[src/hw/rtl/swct_pkg.sv]
// ----------------------------------------------------------------------------
// swct_pkg: shared types and codes for the segment wall crossing tester
// Holds the function codes of an input item and the command and status
// structs that join the controller to the datapath.
// ----------------------------------------------------------------------------
package swct_pkg;

  // Width of the function code of an input item.
  localparam int FUNC_W = 2;

  // Function codes. The fourth code is unused and leaves the table alone.
  localparam logic [FUNC_W-1:0] FUNC_CLEAR = 2'd0;
  localparam logic [FUNC_W-1:0] FUNC_ADD   = 2'd1;
  localparam logic [FUNC_W-1:0] FUNC_QUERY = 2'd2;

  // Commands from the controller to the datapath.
  typedef struct packed {
    logic take;      // latch the input payload of an accepted transaction
    logic apply;     // carry out the latched function, start a scan if a query
    logic out_load;  // load the result into the output register
  } swct_cmd_t;

  // Status from the datapath to the controller.
  typedef struct packed {
    logic is_query;   // latched function is a query
    logic scan_busy;  // table walk or its pipeline still in flight
  } swct_stat_t;

endpackage

[src/hw/rtl/swct_ctrl.sv]
// ----------------------------------------------------------------------------
// swct_ctrl: controller of the segment wall crossing tester
// Sequences accept, execute, table walk and result load, and owns the
// handshake flags of both channels.
// ----------------------------------------------------------------------------
module swct_ctrl (
  input  logic                   clk,
  input  logic                   rst_n,
  input  logic                   in_valid,
  output logic                   in_ready,
  output logic                   out_valid,
  input  logic                   out_ready,
  input  swct_pkg::swct_stat_t   stat,
  output swct_pkg::swct_cmd_t    cmd
);
  import swct_pkg::*;

  localparam logic [1:0] ST_IDLE   = 2'd0;
  localparam logic [1:0] ST_EXEC   = 2'd1;
  localparam logic [1:0] ST_SCAN   = 2'd2;
  localparam logic [1:0] ST_RESULT = 2'd3;

  logic [1:0] state_r, state_nxt;
  logic       out_valid_r, out_valid_nxt;

  // Next state and commands.
  always_comb begin
    state_nxt    = state_r;
    in_ready     = 1'b0;
    cmd.take     = 1'b0;
    cmd.apply    = 1'b0;
    cmd.out_load = 1'b0;
    case (state_r)
      ST_IDLE: begin
        // No transaction is taken while reset is held.
        in_ready = rst_n;
        if (rst_n && in_valid) begin
          cmd.take  = 1'b1;
          state_nxt = ST_EXEC;
        end
      end
      ST_EXEC: begin
        cmd.apply = 1'b1;
        state_nxt = stat.is_query ? ST_SCAN : ST_RESULT;
      end
      ST_SCAN: begin
        if (!stat.scan_busy) begin
          state_nxt = ST_RESULT;
        end
      end
      ST_RESULT: begin
        if (!out_valid_r || out_ready) begin
          cmd.out_load = 1'b1;
          state_nxt    = ST_IDLE;
        end
      end
      default: begin
        state_nxt = ST_IDLE;
      end
    endcase
  end

  // The output register is full until its transaction completes.
  always_comb begin
    if (cmd.out_load) begin
      out_valid_nxt = 1'b1;
    end else if (out_ready) begin
      out_valid_nxt = 1'b0;
    end else begin
      out_valid_nxt = out_valid_r;
    end
  end

  always_ff @(posedge clk) begin
    if (!rst_n) begin
      state_r     <= ST_IDLE;
      out_valid_r <= 1'b0;
    end else begin
      state_r     <= state_nxt;
      out_valid_r <= out_valid_nxt;
    end
  end

  assign out_valid = out_valid_r;

endmodule

[config.mk]
export PLATFORM = sky130hd
export DESIGN_NAME = swct_ctrl
export DESIGN_NICKNAME = d
export VERILOG_FILES = /design/src/hw/rtl/swct_pkg.sv /design/src/hw/rtl/swct_ctrl.sv
export SDC_FILE = /design/constraint.sdc
export NUM_CORES = 1
export LEC_CHECK = 0
export BUFFER_PORTS_ARGS = -buffer_cell sky130_fd_sc_hd__buf_2
export CAP_MARGIN = 20
export CORE_AREA = 2 2 39 41
export CTS_CLUSTER_DIAMETER = 100
export DETAILED_ROUTE_END_ITERATION = 16
export DIE_AREA = 0 0 41 43
export PLACE_DENSITY = 0.53
export SLEW_MARGIN = 40
export SYNTH_ARGS = -nofsm -noshare
export SYNTH_HDL_FRONTEND = slang
export SYNTH_SLANG_ARGS = --single-unit
[constraint.sdc]
create_clock -name clk -period 3.22 [get_ports clk]
set_clock_uncertainty 0.05 [all_clocks]
set_input_delay 0.322 -clock clk [delete_from_list [all_inputs] [get_ports clk]]
set_output_delay 0.322 -clock clk [all_outputs]
set_load 0.01 [all_outputs]
# Word-level counts from Yosys, hierarchy flattened
# Cells that the tools add are included.
[classes]
n_eq_ne = 6
n_mux = 13
reduce_logical = 6
[ops]
columns = ["cell", "count"]
rows = [
  ["$mux 1", 9],
  ["$pmux 2 s4", 1],
  ["$mux 2", 3],
  ["$ne 2x2->1 const B", 3],
  ["$eq 2x2->1 const B", 2],
  ["$reduce_and 3->1", 1],
  ["$eq 2x1->1 const B", 1],
  ["$logic_not 2->1", 1],
  ["$reduce_bool 2->1", 1],
  ["$logic_and 1x1->1", 1],
  ["$logic_not 1->1", 1],
  ["$logic_or 1x1->1", 1],
]
[totals]
regBits = 3
input_bits = 6
out_inout_bits = 5
wordCells = 27

# Logic depth before layout (Yosys ltp)
[logic_depth]
depth_word = 5
mapped_depth = 5
ltp_nobuf = 5

# Worst setup path before layout
# Ideal clock, no wire load.
[synth_path]
path_type = "reg2reg"
startpoint = "reg state_r[0]"
endpoint = "reg state_r[0]"
setup_ps = 122
arrival_ps = 1167
required_time_ps = 3048
setup_slack_ps = 1881
stages_incl_launch_ff = 6
path_buffers = 0
synth_period_minus_slack_ps = 1339
cell_sequence = "dfxtp_1 -> inv_1 -> ha_1 -> nand2b_4 -> nand3_2 -> o311a_1"
[synth_via]
elab_chain_len = 3
elab_cells_between_ends = 9
classes_between = "eq/ne (6); mux (1); reduce/logical (2)"
[synth_lines]
columns = ["element", "line_no", "text"]
rows = [
  ["start, declared", "swct_ctrl.sv:23", "logic [1:0] state_r, state_nxt;"],
  ["start signal, assigned", "swct_ctrl.sv:79", "state_r <= state_nxt;"],
  ["$eq 2x2->1 or $logic_not 2->1 (tied branches)", "swct_ctrl.sv:33", "case (state_r)"],
  ["$ne 2x2->1 (no source line)", "-", ""],
  ["$reduce_and 3->1 (no source line)", "-", ""],
]
# Parallel ways exist; a longest one is shown, timed or not.
# A chain may end at the register's enable or synchronous reset.

==> metrics.txt <==
GRT Total Usage=approximately 7.0%; CTS tree=built; worst setup path class=reg -> out; endpoints failing setup=0; CP Launch Type=flop; CTS root buf=clkbuf_4; largest family of logic cells by synthesized area=simple AND/OR/NAND/NOR gates; PostCTS Resize Cnt=0; post-synthesis cell type count=19; hold buffer count at cts=0; XOR/XNOR share of the synthesized area=0%; Cells after Synth=29; WL/cell=approximately 8 um; Critical Path, Cell by Cell=inv_1 > ha_1 > and3_2 > buf_2; Area Growth Syn to Fin=31.84%; adder-cell share of the synthesized area=22.42%; final worst-path cycle share=roughly 52%; Sink Count=3; worst hold-check path type=in -> reg; total CTS buffers=3; Placed Cells=54; Peak supply drop=roughly 0.22 mV; worst-margin pin slew=0.2012 ns; Max-Cap Viols=0; clk_lat worst skew=~0.23 ns; Yosys reg bits=3; routed vias=234; ANT nets after route=0; CP max stage cell=dfxtp_1; Synth top area share=~22%; Die X=between 40 and 50 um; core area=approximately 1400 um2; Worst Setup End Kind=primary output; initial drt markers=0; largest net degree at the start of global routing=7; Finished Layout Cells=58; DRC violations left=0; Die Ht=between 40 and 50 um; Slew HR=86.57%; Worst Path Max Fanout=6; final core utilization=26.58%; total congestion overflow=0; arrival time at the worst endpoint=roughly 1.3 ns; die area=roughly 1800 um2; antenna cells=0; share of cells above drive strength 1=45.24%; Final Max Tran Viols=0; Mean Syn Cell Area=~9.6 um2; IO Port Bufs=10; vias per inst=between 4 and 5; YS warnings=0; Pleak=~0.22 nW; fin nets=54; Compound-Gate Fraction of Synth Area=~15%; first-pass GRT wire length=about 810 um; Setup TNS=0 ns; first drt pass iteration count=1; Tmin final=~1.7 ns; Initial Utilization=between 20% and 30%; fmax=a little under 600 MHz; RSZ-0062 raised after global routing=no; Final Hold Viols=0; max incr delay on CP=between 0.4 and 0.5 ns; clock-pin slew on the worst setup and hold paths=0.03 ns; vias in the first global route=about 220; PwrDens=775.7 nW/um2; num rows=14; syn_nets=40; Worst EP required=2.85 ns; level count of the clock H-tree=1; Synth Area in Simple Gates=about a third; clk buf depth=2; worst hold slack=a little over 0.3 ns; ranking of synthesized cells by area=ha_1 (22%), dfxtp_1 (22%), nand3b_4 (7.2%), a31o_1 (6.3%), nand2b_4 (4.9%); most frequent cells in the layout=buf_2 (10), ha_1 (5), inv_1 (3), clkbuf_4 (3), dfxtp_1 (3); wirelength, routed=approximately 450 um; mux cell area share after synthesis=0%; DP Wirelength=just under 400 um; GPL Wtd Cong=0.6783; dominant cell type by area after synthesis=ha_1; I/O Pins=11; # Post-CTS Setup Buffers=0; Mapped Area=around 280 um2; leading cell type in the layout, fill and taps excluded=buf_2; sequential share of the synthesized area=roughly 22%; antenna violations before repair=0; Design Power=around 0.29 mW; status=completed
where the power goes:
| group | total (mW) | switching [mW] | internal, mW |
|---|---|---|---|
| Clock | 0.0632 | 0.0169 | 0.0462 |
| Combinational | 0.154 | 0.0812 | 0.0727 |
| Sequential | 0.0683 | 0.0164 | 0.0519 |
| Total | 0.285 | 0.115 | 0.171 |
stage by stage:
step	setup slack, ns	cell area [um2]
CTS	1.519	367.9
global route	1.446	367.9
finish	1.532	367.9
global placement	1.772	341.6
floorplan	1.881	279.0
detailed placement	1.762	341.6
layer usage:
| layer | part of all wire [%] | vias up | track usage (%) | routed length (um) |
|---|---|---|---|---|
| met5 | 0 | - | 0 | 0 |
| met4 | 0 | 0 | 4.000 | 0 |
| met3 | 8.8 | 0 | 4.712 | 40 |
| met2 | 47 | 6 | 8.438 | 214 |
| met1 | 44 | 104 | 8.946 | 198 |
| li1 | - | 124 | - | - |
flip-flops by register name, summed over array words and instances (netlist names):
signal,cells
state_r,2
out_valid,1
synth_stat cells:
| master | number |
|---|---|
| a31o_1 | 2 |
| ha_1 | 5 |
| nor2_1 | 2 |
| and3_2 | 1 |
| nand3_2 | 1 |
| inv_1 | 3 |
| and2_1 | 1 |
| a21oi_2 | 1 |
| and2b_1 | 1 |
| buf_4 | 1 |
| nand3b_4 | 1 |
| o22ai_1 | 1 |
| nand2_2 | 1 |
| nand4_1 | 1 |
| dfxtp_1 | 3 |
| nand2_1 | 1 |
| o311a_1 | 1 |
| nand2b_4 | 1 |
| nor2b_1 | 1 |
cell type report:
class | count | area, um2
well taps | 16 | 20.02
fillers | 165 | 1016
flip-flops and latches | 3 | 60.06
inverters | 3 | 11.26
multi-input cells | 22 | 200.2
repair buffers | 10 | 50.05
clock buffers | 4 | 26.28
worst paths after layout:
| check | startpoint | end | slack, ns | depth (start not counted) |
|---|---|---|---|---|
| min | rst_n | state_r[0] | 0.30 | 2 |
| max | state_r[0] | cmd[2] | 1.53 | 4 |
| max reg2reg | state_r[0] | state_r[0] | 1.80 | 5 |
| min reg2reg | out_valid | out_valid | 0.63 | 3 |
logic make-up after synthesis:
logic type	Yosys count
fa+ha+maj	5
flops	3
compound gates	5
simple gates	12
buf+inv	4
worst max-delay path, delay by kind of cell, from the launching register on:
| kind | cells | cell delay [ns] |
|---|---|---|
| buffers and inverters | 2 | 0.24 |
| AND/OR/NAND/NOR | 1 | 0.18 |
| flip-flops | 1 | 0.41 |
| adder cells (fa/ha/maj) | 1 | 0.25 |
No activity file was read; power rests on OpenSTA's default activity.
